File: config.mk
export PLATFORM = sky130hd
export DESIGN_NAME = touch_gesture_classifier_core
export DESIGN_NICKNAME = d
export VERILOG_FILES = /design/src/sv/tgc_pkg.sv /design/src/sv/touch_gesture_classifier_core.sv /design/src/sv/tgc_apb_regs.sv /design/src/sv/tgc_step.sv
export SDC_FILE = /design/constraint.sdc
export NUM_CORES = 1
export LEC_CHECK = 0
export BUFFER_PORTS_ARGS = -buffer_cell sky130_fd_sc_hd__clkbuf_2
export CORE_ASPECT_RATIO = 1.2
export CORE_MARGIN = 2
export CORE_UTILIZATION = 52
export CTS_CLUSTER_SIZE = 30
export DETAILED_ROUTE_END_ITERATION = 16
export GPL_TIMING_DRIVEN = 1
export PLACE_DENSITY_LB_ADDON = 0.1
export SLEW_MARGIN = 20
export SYNTH_ARGS = -nofsm -noshare
export SYNTH_HDL_FRONTEND = slang
export SYNTH_SLANG_ARGS = --single-unit
File: constraint.sdc
create_clock -name i_clk -period 4.3 [get_ports i_clk]
set_clock_uncertainty 0.05 [all_clocks]
set_input_delay 0.86 -clock i_clk [delete_from_list [all_inputs] [get_ports i_clk]]
set_output_delay 0.86 -clock i_clk [all_outputs]
set_load 0.05 [all_outputs]
File: src/sv/tgc_pkg.sv
// Shared types and constants for the touch gesture classifier.
package tgc_pkg;

    localparam int CFG_W      = 12;
    localparam int MS_W       = 16;
    localparam int APB_DATA_W = 32;
    localparam int APB_ADDR_W = 5;
    localparam int REG_IDX_W  = 3;

    typedef enum logic [REG_IDX_W-1:0] {
        REG_LONG_PRESS  = 3'd0,
        REG_DEBOUNCE    = 3'd1,
        REG_SCREEN_H    = 3'd2,
        REG_BOTTOM_ZONE = 3'd3,
        REG_TOP_ZONE    = 3'd4,
        REG_SWIPE_DIST  = 3'd5
    } t_reg_idx;

    typedef enum logic {
        OP_SAMPLE = 1'b0,
        OP_WAKE   = 1'b1
    } t_op;

    typedef enum logic [2:0] {
        GEST_NONE  = 3'd0,
        GEST_LONG  = 3'd1,
        GEST_UP    = 3'd2,
        GEST_DOWN  = 3'd3,
        GEST_TAP   = 3'd4
    } t_gesture;

    typedef struct packed {
        logic [MS_W-1:0]  hold_limit;
        logic [MS_W-1:0]  tap_holdoff;
        logic [CFG_W-1:0] screen_height;
        logic [CFG_W-1:0] bottom_zone;
        logic [CFG_W-1:0] top_zone;
        logic [CFG_W-1:0] swipe_travel;
    } t_cfg;

    localparam logic [MS_W-1:0]  RST_LONG_PRESS  = 16'd800;
    localparam logic [MS_W-1:0]  RST_DEBOUNCE    = 16'd200;
    localparam logic [CFG_W-1:0] RST_SCREEN_H    = 12'd240;
    localparam logic [CFG_W-1:0] RST_BOTTOM_ZONE = 12'd40;
    localparam logic [CFG_W-1:0] RST_TOP_ZONE    = 12'd40;
    localparam logic [CFG_W-1:0] RST_SWIPE_DIST  = 12'd50;

endpackage

File: src/sv/touch_gesture_classifier_core.sv
// Top level of the touch gesture classifier: input register, decision step, result register.
//
//  Channel  Dir  Payload                                      Transfer when
//  s        in   tuser: operation; tdata: sample fields       i_s_tvalid & o_s_tready
//  m        out  tdata: gesture, pos_x, pos_y                 o_m_tvalid & i_m_tready
//  apb      in   six config registers at 4*index              psel & penable & pwrite
//
// One sample per cycle sustained while the result side does not stall; a result passes from
// the input register through the decision logic into the result register.
// The input stage keeps accepting while a result waits, as long as the result register
// frees up in the same cycle; a stalled result holds both stages.
// Synchronous active-low reset clears valids, touch state and config to defaults.
module touch_gesture_classifier_core #(
    parameter int COORD_BITS = 12,
    parameter int TIME_BITS  = 32
) (
    input  logic                            i_clk,
    input  logic                            i_rst_n,
    input  logic                            i_s_tvalid,
    output logic                            o_s_tready,
    // tdata, low to high: read_ok, touch_points, sample_x, sample_y, now_ms, zero fill
    input  logic [((9+2*COORD_BITS+TIME_BITS+7)/8)*8-1:0] i_s_tdata,
    // tuser: operation
    input  logic [0:0]                      i_s_tuser,
    output logic                            o_m_tvalid,
    input  logic                            i_m_tready,
    // tdata, low to high: gesture, pos_x, pos_y, zero fill
    output logic [((3+2*COORD_BITS+7)/8)*8-1:0] o_m_tdata,
    input  logic                            i_psel,
    input  logic                            i_penable,
    input  logic                            i_pwrite,
    input  logic [tgc_pkg::APB_ADDR_W-1:0]  i_paddr,
    input  logic [tgc_pkg::APB_DATA_W-1:0]  i_pwdata,
    output logic [tgc_pkg::APB_DATA_W-1:0]  o_prdata,
    output logic                            o_pready
);

    localparam int IN_RAW  = 9 + 2*COORD_BITS + TIME_BITS;
    localparam int IN_W    = ((IN_RAW + 7) / 8) * 8;
    localparam int OUT_RAW = 3 + 2*COORD_BITS;
    localparam int OUT_W   = ((OUT_RAW + 7) / 8) * 8;
    localparam int X_LO    = 9;
    localparam int Y_LO    = 9 + COORD_BITS;
    localparam int T_LO    = 9 + 2*COORD_BITS;

    tgc_pkg::t_cfg         w_cfg;
    logic                  r_in_valid;
    logic [IN_RAW-1:0]     r_in_data;
    logic                  r_in_op;
    logic                  r_out_valid;
    logic [OUT_RAW-1:0]    r_out_data;
    logic                  w_s_xfer;
    logic                  w_adv;
    tgc_pkg::t_gesture     w_gesture;
    logic [COORD_BITS-1:0] w_pos_x;
    logic [COORD_BITS-1:0] w_pos_y;

    tgc_apb_regs u_regs (
        .i_clk     (i_clk),
        .i_rst_n   (i_rst_n),
        .i_psel    (i_psel),
        .i_penable (i_penable),
        .i_pwrite  (i_pwrite),
        .i_paddr   (i_paddr),
        .i_pwdata  (i_pwdata),
        .o_prdata  (o_prdata),
        .o_pready  (o_pready),
        .o_cfg     (w_cfg)
    );

    // advance the held sample when the result register is free or draining
    assign w_adv      = r_in_valid & (~r_out_valid | i_m_tready);
    assign o_s_tready = ~r_in_valid | w_adv;
    assign w_s_xfer   = i_s_tvalid & o_s_tready;

    tgc_step #(
        .COORD_BITS (COORD_BITS),
        .TIME_BITS  (TIME_BITS)
    ) u_step (
        .i_clk          (i_clk),
        .i_rst_n        (i_rst_n),
        .i_adv          (w_adv),
        .i_cfg          (w_cfg),
        .i_op           (r_in_op),
        .i_read_ok      (r_in_data[0]),
        .i_touch_points (r_in_data[8:1]),
        .i_sample_x     (r_in_data[X_LO +: COORD_BITS]),
        .i_sample_y     (r_in_data[Y_LO +: COORD_BITS]),
        .i_now_ms       (r_in_data[T_LO +: TIME_BITS]),
        .o_gesture      (w_gesture),
        .o_pos_x        (w_pos_x),
        .o_pos_y        (w_pos_y)
    );

    always_ff @(posedge i_clk) begin
        if (!i_rst_n) begin
            r_in_valid  <= 1'b0;
            r_out_valid <= 1'b0;
        end else begin
            if (w_s_xfer) begin
                r_in_valid <= 1'b1;
            end else if (w_adv) begin
                r_in_valid <= 1'b0;
            end
            if (w_adv) begin
                r_out_valid <= 1'b1;
            end else if (i_m_tready) begin
                r_out_valid <= 1'b0;
            end
        end
    end

    always_ff @(posedge i_clk) begin
        if (w_s_xfer) begin
            r_in_data <= i_s_tdata[IN_RAW-1:0];
            r_in_op   <= i_s_tuser[0];
        end
        if (w_adv) begin
            r_out_data <= {w_pos_y, w_pos_x, w_gesture};
        end
    end

    assign o_m_tvalid = r_out_valid;
    assign o_m_tdata  = {{(OUT_W-OUT_RAW){1'b0}}, r_out_data};

    // upper fill bits of the input are unused
    logic w_unused_fill;
    assign w_unused_fill = ^{1'b0, i_s_tdata[IN_W-1:IN_RAW]};

endmodule

File: src/sv/tgc_apb_regs.sv
// APB configuration register file for the touch gesture classifier.
module tgc_apb_regs (
    input  logic                              i_clk,
    input  logic                              i_rst_n,
    input  logic                              i_psel,
    input  logic                              i_penable,
    input  logic                              i_pwrite,
    input  logic [tgc_pkg::APB_ADDR_W-1:0]    i_paddr,
    input  logic [tgc_pkg::APB_DATA_W-1:0]    i_pwdata,
    output logic [tgc_pkg::APB_DATA_W-1:0]    o_prdata,
    output logic                              o_pready,
    output tgc_pkg::t_cfg                     o_cfg
);

    tgc_pkg::t_cfg r_cfg;
    tgc_pkg::t_cfg n_cfg;
    logic [tgc_pkg::REG_IDX_W-1:0] w_idx;
    logic w_wr;

    assign w_idx    = i_paddr[tgc_pkg::APB_ADDR_W-1:2];
    assign w_wr     = i_psel & i_penable & i_pwrite;
    assign o_pready = 1'b1;
    assign o_cfg    = r_cfg;

    always_comb begin
        n_cfg = r_cfg;
        if (w_wr) begin
            unique case (w_idx)
                tgc_pkg::REG_LONG_PRESS:  n_cfg.hold_limit    = i_pwdata[tgc_pkg::MS_W-1:0];
                tgc_pkg::REG_DEBOUNCE:    n_cfg.tap_holdoff   = i_pwdata[tgc_pkg::MS_W-1:0];
                tgc_pkg::REG_SCREEN_H:    n_cfg.screen_height = i_pwdata[tgc_pkg::CFG_W-1:0];
                tgc_pkg::REG_BOTTOM_ZONE: n_cfg.bottom_zone   = i_pwdata[tgc_pkg::CFG_W-1:0];
                tgc_pkg::REG_TOP_ZONE:    n_cfg.top_zone      = i_pwdata[tgc_pkg::CFG_W-1:0];
                tgc_pkg::REG_SWIPE_DIST:  n_cfg.swipe_travel  = i_pwdata[tgc_pkg::CFG_W-1:0];
                default: ;
            endcase
        end
    end

    always_comb begin
        unique case (w_idx)
            tgc_pkg::REG_LONG_PRESS:
                o_prdata = {{(tgc_pkg::APB_DATA_W-tgc_pkg::MS_W){1'b0}}, r_cfg.hold_limit};
            tgc_pkg::REG_DEBOUNCE:
                o_prdata = {{(tgc_pkg::APB_DATA_W-tgc_pkg::MS_W){1'b0}}, r_cfg.tap_holdoff};
            tgc_pkg::REG_SCREEN_H:
                o_prdata = {{(tgc_pkg::APB_DATA_W-tgc_pkg::CFG_W){1'b0}}, r_cfg.screen_height};
            tgc_pkg::REG_BOTTOM_ZONE:
                o_prdata = {{(tgc_pkg::APB_DATA_W-tgc_pkg::CFG_W){1'b0}}, r_cfg.bottom_zone};
            tgc_pkg::REG_TOP_ZONE:
                o_prdata = {{(tgc_pkg::APB_DATA_W-tgc_pkg::CFG_W){1'b0}}, r_cfg.top_zone};
            tgc_pkg::REG_SWIPE_DIST:
                o_prdata = {{(tgc_pkg::APB_DATA_W-tgc_pkg::CFG_W){1'b0}}, r_cfg.swipe_travel};
            default:
                o_prdata = '0;
        endcase
    end

    always_ff @(posedge i_clk) begin
        if (!i_rst_n) begin
            r_cfg.hold_limit    <= tgc_pkg::RST_LONG_PRESS;
            r_cfg.tap_holdoff   <= tgc_pkg::RST_DEBOUNCE;
            r_cfg.screen_height <= tgc_pkg::RST_SCREEN_H;
            r_cfg.bottom_zone   <= tgc_pkg::RST_BOTTOM_ZONE;
            r_cfg.top_zone      <= tgc_pkg::RST_TOP_ZONE;
            r_cfg.swipe_travel  <= tgc_pkg::RST_SWIPE_DIST;
        end else begin
            r_cfg <= n_cfg;
        end
    end

endmodule

File: src/sv/tgc_step.sv
// Touch state registers and the per-sample gesture decision logic.
module tgc_step #(
    parameter int COORD_BITS = 12,
    parameter int TIME_BITS  = 32
) (
    input  logic                   i_clk,
    input  logic                   i_rst_n,
    input  logic                   i_adv,
    input  tgc_pkg::t_cfg          i_cfg,
    input  logic                   i_op,
    input  logic                   i_read_ok,
    input  logic [7:0]             i_touch_points,
    input  logic [COORD_BITS-1:0]  i_sample_x,
    input  logic [COORD_BITS-1:0]  i_sample_y,
    input  logic [TIME_BITS-1:0]   i_now_ms,
    output tgc_pkg::t_gesture      o_gesture,
    output logic [COORD_BITS-1:0]  o_pos_x,
    output logic [COORD_BITS-1:0]  o_pos_y
);

    // signed compare width covering both coordinates and 12-bit config values
    localparam int SW = ((COORD_BITS > tgc_pkg::CFG_W) ? COORD_BITS : tgc_pkg::CFG_W) + 2;

    logic                  r_was_touched, n_was_touched;
    logic [TIME_BITS-1:0]  r_press_start_time, n_press_start_time;
    logic [TIME_BITS-1:0]  r_last_tap_time, n_last_tap_time;
    logic                  r_long_press_done, n_long_press_done;
    logic [COORD_BITS-1:0] r_held_x, n_held_x;
    logic [COORD_BITS-1:0] r_held_y, n_held_y;
    logic [COORD_BITS-1:0] r_press_start_y, n_press_start_y;
    tgc_pkg::t_gesture     w_gesture;

    logic                  w_touched;
    logic [TIME_BITS-1:0]  w_held_ms;
    logic [TIME_BITS-1:0]  w_since_tap;
    logic signed [SW-1:0]  w_dy;
    logic signed [SW-1:0]  w_bound;
    logic signed [SW-1:0]  w_dist;
    logic signed [SW-1:0]  w_start_y;
    logic                  w_at_bottom;
    logic                  w_at_top;

    assign w_touched   = i_read_ok & (i_touch_points != 8'd0);
    assign w_held_ms   = i_now_ms - r_press_start_time;
    assign w_since_tap = i_now_ms - r_last_tap_time;
    assign w_start_y   = $signed({{(SW-COORD_BITS){1'b0}}, r_press_start_y});
    assign w_dy        = w_start_y - $signed({{(SW-COORD_BITS){1'b0}}, r_held_y});
    assign w_bound     = $signed({{(SW-tgc_pkg::CFG_W){1'b0}}, i_cfg.screen_height})
                       - $signed({{(SW-tgc_pkg::CFG_W){1'b0}}, i_cfg.bottom_zone});
    assign w_dist      = $signed({{(SW-tgc_pkg::CFG_W){1'b0}}, i_cfg.swipe_travel});
    assign w_at_bottom = w_start_y > w_bound;
    assign w_at_top    = w_start_y < $signed({{(SW-tgc_pkg::CFG_W){1'b0}}, i_cfg.top_zone});

    always_comb begin
        n_was_touched      = r_was_touched;
        n_press_start_time = r_press_start_time;
        n_last_tap_time    = r_last_tap_time;
        n_long_press_done  = r_long_press_done;
        n_held_x           = r_held_x;
        n_held_y           = r_held_y;
        n_press_start_y    = r_press_start_y;
        w_gesture          = tgc_pkg::GEST_NONE;
        if (i_op == tgc_pkg::OP_WAKE) begin
            n_was_touched      = 1'b1;
            n_long_press_done  = 1'b0;
            n_press_start_time = '0;
        end else begin
            if (w_touched) begin
                n_held_x = i_sample_x;
                n_held_y = i_sample_y;
                if (!r_was_touched) begin
                    n_press_start_time = i_now_ms;
                    n_press_start_y    = i_sample_y;
                    n_long_press_done  = 1'b0;
                end else if (!r_long_press_done &&
                             w_held_ms > {{(TIME_BITS-tgc_pkg::MS_W){1'b0}},
                                          i_cfg.hold_limit}) begin
                    n_long_press_done = 1'b1;
                    w_gesture         = tgc_pkg::GEST_LONG;
                end
            end else if (r_was_touched && !r_long_press_done) begin
                // release: swipe checks take priority over tap
                priority if (w_at_bottom && (w_dy > w_dist)) begin
                    w_gesture = tgc_pkg::GEST_UP;
                end else if (w_at_top && (w_dy < -w_dist)) begin
                    w_gesture = tgc_pkg::GEST_DOWN;
                end else if (w_since_tap > {{(TIME_BITS-tgc_pkg::MS_W){1'b0}},
                                             i_cfg.tap_holdoff}) begin
                    n_last_tap_time = i_now_ms;
                    w_gesture       = tgc_pkg::GEST_TAP;
                end else begin
                    w_gesture = tgc_pkg::GEST_NONE;
                end
            end
            n_was_touched = w_touched;
        end
    end

    assign o_gesture = w_gesture;
    assign o_pos_x   = n_held_x;
    assign o_pos_y   = n_held_y;

    always_ff @(posedge i_clk) begin
        if (!i_rst_n) begin
            r_was_touched      <= 1'b0;
            r_press_start_time <= '0;
            r_last_tap_time    <= '0;
            r_long_press_done  <= 1'b0;
            r_held_x           <= '0;
            r_held_y           <= '0;
            r_press_start_y    <= '0;
        end else if (i_adv) begin
            r_was_touched      <= n_was_touched;
            r_press_start_time <= n_press_start_time;
            r_last_tap_time    <= n_last_tap_time;
            r_long_press_done  <= n_long_press_done;
            r_held_x           <= n_held_x;
            r_held_y           <= n_held_y;
            r_press_start_y    <= n_press_start_y;
        end
    end

endmodule

==> results of run 1 <==
==> cell families (layout without fill, tap and decap cells) <==
group                      count (synthesis)  in the layout  synth area share
and+or+nand+nor                          629            629             0.160
AOI/OAI and AO/OA                        502            502             0.198
DFF                                      277            277             0.370
buffers and inverters                    271            547            0.0670
adders and majority gates                171            171             0.124
muxes                                     80             80            0.0475
xor gates and xnor gates                  65             65            0.0326
other                                      2             22          0.000429
==> repair_timing <==
item | CTS | global route
buffers inserted | 11 | 4
gates resized for setup | 43 | 45
setup endpoints to repair | 36 | 36
cloned | 1 | 3
pin swaps | 12 | 38
==> cell type report <==
class	instances	area (um2)	share of cell area
Clock buffer	42	900	0.0424
Clock inverter	13	176	0.00832
Inverter	170	638	0.0301
Multi-Input combinational cell	1469	10300	0.484
Sequential cell	277	6480	0.306
Tap cell	450	563	0.0266
Timing Repair Buffer	322	2190	0.103
==> worst paths after layout <==
kind | slack, ps | cells after the start | start | to
max | -390 | 22 | r_in_data[33] | u_step.r_last_tap_time[28]
min | 400 | 2 | u_step.r_last_tap_time[17] | u_step.r_last_tap_time[17]
max reg2reg | -390 | 22 | r_in_data[33] | u_step.r_last_tap_time[28]
min reg2reg | 400 | 2 | u_step.r_last_tap_time[17] | u_step.r_last_tap_time[17]
==> worst max-delay path: stages (launching register included) <==
cell	delay (ps)
edfxtp_1	400
inv_2	90
ha_4	130
inv_2	40
fa_2	410
a211oi_4	230
o211a_1	200
o21bai_4	130
nor2_2	50
o21ai_1	120
nand2b_1	90
a21oi_2	140
xnor2_1	100
ha_1	280
nand4_1	190
nor4_4	360
nor2_1	100
a21oi_2	290
o2111ai_4	150
or4_4	450
and3_4	250
buf_12	170
mux2i_2	180
==> cells in the mapped netlist, types with 22 or more instances <==
cell      count
nand4_1      24
clkbuf_1     68
edfxtp_1     93
nor2b_1      40
xnor2_1      37
nor2_1       89
ha_1        167
mux2i_1      65
a21boi_0     97
xor2_1       28
buf_4        22
nor3_1       31
a22o_1       32
o211ai_1     26
o21a_1       22
nand2_1     357
inv_1       170
a21oi_1     100
o21ai_0      71
a21o_1       49
dfxtp_1     184
==> placed cells by master (no fill, tap or decap), types with 13 or more instances in the layout <==
cell       Yosys  routed
a21o_1        49      49
conb_1         2      22
a211oi_1      16      14
a21oi_2        2      13
a21boi_0      97      94
a21oi_1      100      89
edfxtp_1      93      93
o211ai_1      26      26
ha_1         167     162
clkbuf_16      0      36
o21ai_0       71      57
xor2_1        28      28
mux2_2        14      14
nor2b_1       40      34
nor2_1        89      86
dfxtp_1      184     182
xnor2_1       37      37
buf_4         22     179
clkbuf_2       0     135
o21a_1        22      22
inv_1        170     167
nand4_1       24      24
mux2i_1       65      64
nand2_1      357     357
a22o_1        32      32
nor3_1        31      28
nand3_1       17      17
a31oi_1       16      14
nand2b_1      21      20
==> state kept, by name (all words and copies together), names as in the netlist <==
name	flops
u_regs.o_cfg	80
u_step.r_was_touched	1
u_step.r_held_x	12
r_in_valid	1
u_step.r_press_start_time	32
r_out_data	27
u_step.r_last_tap_time	32
r_in_op	1
r_in_data	65
u_step.r_held_y	12
u_step.r_long_press_done	1
u_step.r_press_start_y	12
o_m_tvalid	1
==> metal layers <==
metal  global-route usage  up-vias  wire, um
li1                     -     7530         -
met1                0.326     6999     19700
met2                0.473      351     23500
met3               0.0224      110      1730
met4                0.115        0      2020
met5                    0        -         0
==> power by group through the flow <==
stage | sequential (mW) | clock [mW] | combinational [mW]
3_3_place_gp | 2.89 | 0 | 1.20
4_1_cts | 2.84 | 2.84 | 1.27
3_5_place_dp | 2.89 | 0 | 1.22
6_report | 2.84 | 2.78 | 1.31
5_1_grt | 2.84 | 2.93 | 1.45
2_1_floorplan | 2.93 | 0 | 0.784
==> stage by stage <==
step | instance area, um2 | TNS [ps] | setup slack, ps
after floorplan | 17600 | 0 | 44.5
after global placement | 19600 | -15900 | -487
after detailed placement | 19600 | -22130 | -674
after CTS | 20900 | -10320 | -360
after global routing | 21200 | -19060 | -590
final | 21200 | -11740 | -395
==> flow_summary.toml, run 1 <==
[hold_path]
min_path_type = "reg -> reg"

[logic_synthesis]
yosysTopAreaCell = "dfxtp_1"
yosys-top-cells-area = "dfxtp_1 (21%), edfxtp_1 (16%), ha_1 (12%), nand2_1 (7.7%), a21boi_0 (4.2%)"
async_flop_share = 0
ys.flop_type = "dfxtp_1"
syn_inst = 1997
synth_top_area_share = 0.211
yosysSeqAreaShare = 0.370
ys_ff_latch = 277
synth.distinct_cells = 75
netlist_area_mm2 = 0.0175
syn-mean-instance-area_um2 = 8.76
synth_warnings = 0
synth_edf_count = 93

[drt]
num_vias = 15000
vias_per_cell = 5.46
drt_pass1_iterations = 7
wl_per_cell_um = 17.1
antenna_left = 0
drtIter0Drc = 888
wl_um = 46900
drc = 0

[final_layout]
final_util = 0.639
stdcell_count = 2743
n_fill_cell = 2861
layout-area-overhead-vs-synth_pct = 21.2
antennaDiodeCount = 0
drive_above_1_share = 0.202
nets = 2558

[clock_network]
numCtsBuffers = 30
clock-sinks = 277
ctsHtreeMaxLevel = 1
clk_latency_ps = 570
clk_pin_slew_worst_paths_ps = 60
cts-root-buf = "clkbuf_16"
cts_hold_buf = 0
cts_buffer_depth = 3
cts_tree = "yes"

[sta]
worstMarginPinSlew_ps = 881
max_freq_mhz = 213
fin_crit_sh = 1.09
relSlewSlack = 0.410
worst_slack_ps = -395
whs_ps = 403
hold_viol_final = 0
rsz0062_at_grt = "yes"
setup_viol = 35
layout_min_cycle_time_ps = 4690
maxSlewViolCount = 0

[setup_path]
end_kind = "register"
crit_type = "reg -> reg"
cp-start-kind = "register"
critPathRequiredTime_ps = 4730
cp_max_fo = 6
worstPathArrival_ps = 5130

[pwr]
design_power_total_mw = 6.93
ir_drop_mv = 0.317
p_per_area_mw_per_mm2 = 327
power.internal_mw = 5.04
clkPwrFrac = 0.401
cellLeakagePower_nw = 8.62
power_switching_share = 0.273
seqPwrFrac = 0.409
switchingPower_mw = 1.89
combPwrFrac = 0.189

[die]
die_y_um = 205
dieArea_mm2 = 0.0351
fp-row-count = 73
coreArea_mm2 = 0.0332
io_pins = 184
initial_utilization = 0.527
die_w_um = 171

[grt]
grt_start_max_net_pins = 91
grtUsageTotal = 0.265
grt_pass1_wl_um = 73900
globalRoute.totalOverflow = 0
antenna_found_initial = 0
first_global_vias = 14700

[run_status]
outcome = "complete, but fails checks"
violations = "negative setup slack"

[placement]
placed_cells = 2669
place.gp.congestion = 0.945
numPortBuffers = 136
hpwl_um = 35700

[run]
drv_cap = 0
Note: power is estimated with default switching activity, not from simulation.
==> run 2, diff against run 1 <==
- ABC_AREA: default -> 1
- clock period: 4.3 -> 4.45 ns (I/O delays scaled with it)
==> flow_summary.toml, run 2 <==
[run_status]
outcome = "completed"

[grt]
first_global_vias = 15400
grt_start_max_net_pins = 149
antenna_found_initial = 0
grtUsageTotal = 0.273
grt_pass1_wl_um = 77600
globalRoute.totalOverflow = 0

[die]
die_y_um = 207
die_w_um = 173
io_pins = 184
initial_utilization = 0.525
fp-row-count = 74
coreArea_mm2 = 0.0339
dieArea_mm2 = 0.0357

[logic_synthesis]
synth_top_area_share = 0.207
ys.flop_type = "dfxtp_1"
yosysSeqAreaShare = 0.364
yosys-top-cells-area = "dfxtp_1 (21%), edfxtp_1 (16%), nand2_1 (12%), ha_1 (12%), inv_1 (7.9%)"
synth_common_cells = "nand2_1 (558), inv_1 (374), nor2_1 (259)"
synth.distinct_cells = 43
syn-mean-instance-area_um2 = 7.20
yosysTopAreaCell = "dfxtp_1"
synth_edf_count = 93
netlist_area_mm2 = 0.0178
async_flop_share = 0
ys_ff_latch = 277
synth_warnings = 0
yosysMostFrequentCell = "nand2_1"
syn_inst = 2470

[pwr]
p_per_area_mw_per_mm2 = 329
ir_drop_mv = 0.338
cellLeakagePower_nw = 9.45
design_power_total_mw = 6.54

[sta]
whs_ps = 397
layout_min_cycle_time_ps = 4030
fin_crit_sh = 0.906
tns_ps = 0
worst_slack_ps = 418
max_freq_mhz = 248
relSlewSlack = 0.370
setup_viol = 0
rsz0062_at_grt = "no"
maxSlewViolCount = 0
hold_viol_final = 0
worstMarginPinSlew_ps = 943

[drt]
wl_um = 49700
num_vias = 16200
drc = 0
drtIter0Drc = 976
vias_per_cell = 5.27
antenna_left = 0
wl_per_cell_um = 16.1
drt_pass1_iterations = 5

[placement]
dp_slack_ps = 338
hpwl_um = 39200
place.gp.congestion = 0.949
numPortBuffers = 136

[clock_network]
clk_latency_ps = 580
cts_tree = "yes"
numCtsBuffers = 30
cts_hold_buf = 0
cts-root-buf = "clkbuf_16"
ctsHtreeMaxLevel = 1
clk_pin_slew_worst_paths_ps = 60
cts_buffer_depth = 3
clock-sinks = 277

[setup_path]
end_kind = "register"
worstPathArrival_ps = 4440
crit_type = "reg -> reg"
cp-start-kind = "register"
cp_max_fo = 30
critPathRequiredTime_ps = 4860

[final_layout]
final_common_cell = "nand2_1"
nets = 2886
antennaDiodeCount = 0
seqCellArea_mm2 = 0.00648
layout-area-overhead-vs-synth_pct = 11.9
multi_input_area_mm2 = 0.00955
n_fill_cell = 3288
final_cell_mix = "nand2_1 (558), inv_1 (373), nor2_1 (257)"
largest_reg_flops = 80
drive_above_1_share = 0.0840

[hold_path]
min_path_type = "reg -> reg"

[run]
drv_cap = 0
run 2: cell count changes after synthesis, sizes merged, moves of 26 or more:
cell and change:
a21boi -95, a21o -37, a21oi +105, a22o -32
inv +207, mux2i -65, nand2 +202, nand3 +98
nor2 +175, nor2b -41, o21ai +126, xnor2 -26
run 2: worst max-delay path, cell delays in order (launching register included):
cell	delay, ps
edfxtp_1	380
inv_1	140
ha_1	170
inv_1	90
fa_1	460
nand2_1	110
a21oi_1	110
nand3_1	90
nand3_1	190
xor2_1	210
ha_1	280
nand2_1	60
nor3_1	230
nand3_1	100
nand2_1	140
nand3_1	100
nor2_1	120
nand2_1	80
nor2_1	130
nand2_2	120
nand4_4	120
buf_6	240
nand2_1	70
nand2_1	70
nor2_1	50
run 2: per-layer routing:
metal	global-route usage	wire length, um	up-vias
li1	-	-	8298
met1	0.303	19900	7416
met2	0.520	25300	367
met3	0.0258	1800	137
met4	0.141	2620	0
met5	0	0	-
run 2: what timing repair did:
item                                    in CTS  in global routing
buffers inserted                             0                  0
gates resized for setup                      0                  2
endpoints found under the setup margin       0                 16
hold endpoints to repair                     0                  0
run 2: where the power goes:
part / internal [mW] / leakage [nW] / switching [mW] / total [mW]
logic: 0.423 / 6.57 / 0.846 / 1.27
clock network: 1.48 / 0.488 / 1.03 / 2.51
registers: 2.70 / 2.39 / 0.0610 / 2.76
total: 4.61 / 9.45 / 1.93 / 6.54
run 2: kinds of logic (layout without fill, tap and decap cells):
| logic type | Yosys count | count (layout) | synth area share |
|---|---|---|---|
| AOI/OAI and AO/OA | 492 | 492 | 0.149 |
| xor gates and xnor gates | 60 | 60 | 0.0296 |
| adders and majority gates | 171 | 171 | 0.122 |
| buffers and inverters | 461 | 591 | 0.103 |
| DFF | 277 | 277 | 0.364 |
| other | 2 | 22 | 0.000422 |
| and+or+nand+nor | 1007 | 1007 | 0.231 |
run 2: worst paths after layout:
path / startpoint / to / slack, ps / depth (start not counted)
hold / removal: u_step.r_held_x[7] / u_step.r_held_x[7] / 400 / 2
setup reg to reg: r_in_data[33] / u_step.r_last_tap_time[20] / 420 / 24
hold reg to reg: u_step.r_held_x[7] / u_step.r_held_x[7] / 400 / 2
setup / recovery: r_in_data[33] / u_step.r_last_tap_time[20] / 420 / 24
run 2: final cells by class:
cell class / instances / area share
Sequential cell: 277 / 0.326
Clock inverter: 13 / 0.00610
Timing Repair Buffer: 158 / 0.0441
Tap cell: 456 / 0.0287
Clock buffer: 41 / 0.0440
Multi-Input combinational cell: 1752 / 0.480
Inverter: 379 / 0.0715
run 2: through the flow:
step | util | cell area, um2 | instances
final | 0.587 | 19900 | 3076
after global routing | 0.587 | 19900 | 3076
after CTS | 0.587 | 19900 | 3076
after detailed placement | 0.557 | 18900 | 3022
after global placement | 0.557 | 18900 | 3022
after floorplan | - | 17900 | 2490
==> run 3, diff against run 2 <==
- BUFFER_PORTS_ARGS: -buffer_cell sky130_fd_sc_hd__clkbuf_2 -> -buffer_cell sky130_fd_sc_hd__buf_2
- SKIP_CTS_REPAIR_TIMING: default -> 1
- SLEW_MARGIN: 20 -> default
==> flow_summary.toml, run 3 (synthesis gave the netlist of run 2 again) <==
[sta]
rsz0062_at_grt = "no"
worstMarginPinSlew_ps = 965
relSlewSlack = 0.355
layout_min_cycle_time_ps = 4120
hold_viol_final = 0
tns_ps = 0
fin_crit_sh = 0.926
maxSlewViolCount = 0
max_freq_mhz = 243
setup_viol = 0

[die]
fp-row-count = 74
coreArea_mm2 = 0.0339
die_w_um = 173
initial_utilization = 0.525
io_pins = 184
dieArea_mm2 = 0.0357
die_y_um = 207

[drt]
antenna_left = 0
drtIter0Drc = 949
vias_per_cell = 5.27
drt_pass1_iterations = 5
wl_per_cell_um = 16.6
drc = 0
num_vias = 16200
wl_um = 51100

[grt]
first_global_vias = 15500
antenna_found_initial = 1
grtUsageTotal = 0.279
use_met3 = 0.0304
grt_pass1_wl_um = 79100
globalRoute.totalOverflow = 0
grt_util_met1 = 0.311
grt_start_max_net_pins = 96
grt_util_met2 = 0.529
busiest_layer = "met2"

[clock_network]
clk_pin_slew_worst_paths_ps = 60
ctsHtreeMaxLevel = 1
clk_latency_ps = 570
cts_buffer_depth = 3
cts_tree = "yes"
numCtsBuffers = 30
clock-sinks = 277
cts-root-buf = "clkbuf_16"

[placement]
place.gp.congestion = 1.01
hpwl_um = 39500
numPortBuffers = 136
placed_cells = 3020

[pwr]
power_switching_share = 0.297
ir_drop_mv = 0.294
switchingPower_mw = 1.92
cellLeakagePower_nw = 9.42
power.internal_mw = 4.55
p_per_area_mw_per_mm2 = 325
seqPwrFrac = 0.427
clkPwrFrac = 0.375
combPwrFrac = 0.198

[setup_path]
crit_type = "reg -> reg"
critPathRequiredTime_ps = 4860
cp_max_fo = 32
end_kind = "register"
worstPathArrival_ps = 4530
cp-start-kind = "register"

[final_layout]
final_common_cell = "nand2_1"
final_cell_mix = "nand2_1 (557), inv_1 (373), nor2_1 (256)"
largest_reg_flops = 80
layout-area-overhead-vs-synth_pct = 11.8
drive_above_1_share = 0.0844
stdcell_count = 3076
nets = 2885

[run_status]
outcome = "completed"

[hold_path]
min_path_type = "reg -> reg"

[run]
drv_cap = 0
[run 3: path summary, 6_finish.rpt]
path | from | slack [ps] | endpoint | cells past startpoint
min | u_step.r_held_x[0] | 400 | u_step.r_held_x[0] | 2
max | r_in_data[33] | 330 | u_step.r_last_tap_time[4] | 26
max reg2reg | r_in_data[33] | 330 | u_step.r_last_tap_time[4] | 26
min reg2reg | u_step.r_held_x[0] | 400 | u_step.r_held_x[0] | 2
[run 3: per-layer routing]
metal,vias up,share of wire
met5,-,0
met4,0,0.049
met3,126,0.037
met2,338,0.51
met1,7477,0.40
li1,8279,-
[run 3: cell type report]
type                            count  area, um2
Multi-Input combinational cell   1752       9580
Antenna cell                        1       2.50
Tap cell                          456        571
Timing Repair Buffer              157        878
Clock inverter                      7       66.3
Fill cell                        3292      14000
Sequential cell                   277       6480
Inverter                          379       1420
Clock buffer                       47        890
[run 3: worst max-delay path, cell delays in order, from the launching register on]
cell and delay [ps]:
edfxtp_1 380, inv_1 120, ha_1 160, inv_1 110, fa_1 440, nand2_1 100
nand2_1 80, nand3_1 80, nand2_1 120, nand2_1 80, nand2_1 100, xor2_2 170
ha_1 270, nand2_1 80, nor3_2 220, nand3_1 90, nand2_1 140, nand3_1 130
nor2_1 130, nand2_1 70, nor2_2 150, nand2_2 130, nand4_4 160, buf_16 220
nand2_1 80, nand2_1 70, nor2_1 50
[run 3: power groups by stage]
stage	Sequential (mW)	Clock [mW]	Combinational (mW)
finish	2.76	2.42	1.28
global route	2.77	2.58	1.45
CTS	2.76	2.48	1.27
detailed placement	2.82	0	1.26
global placement	2.82	0	1.24
floorplan	2.84	0	0.890
[run 3: per-stage QoR]
| step | total power [mW] | instance area, um2 | hold slack (ps) | util | setup WS (ps) |
|---|---|---|---|---|---|
| finish | 6.47 | 19900 | 399 | 0.587 | 330 |
| global route | 6.80 | 19900 | 413 | 0.587 | 7.69 |
| CTS | 6.52 | 19800 | 401 | 0.585 | 194 |
| detailed placement | 4.08 | 18900 | 392 | 0.557 | 231 |
| global placement | 4.05 | 18900 | 381 | 0.557 | 309 |
| floorplan | 3.73 | 17900 | 375 | - | 1010 |
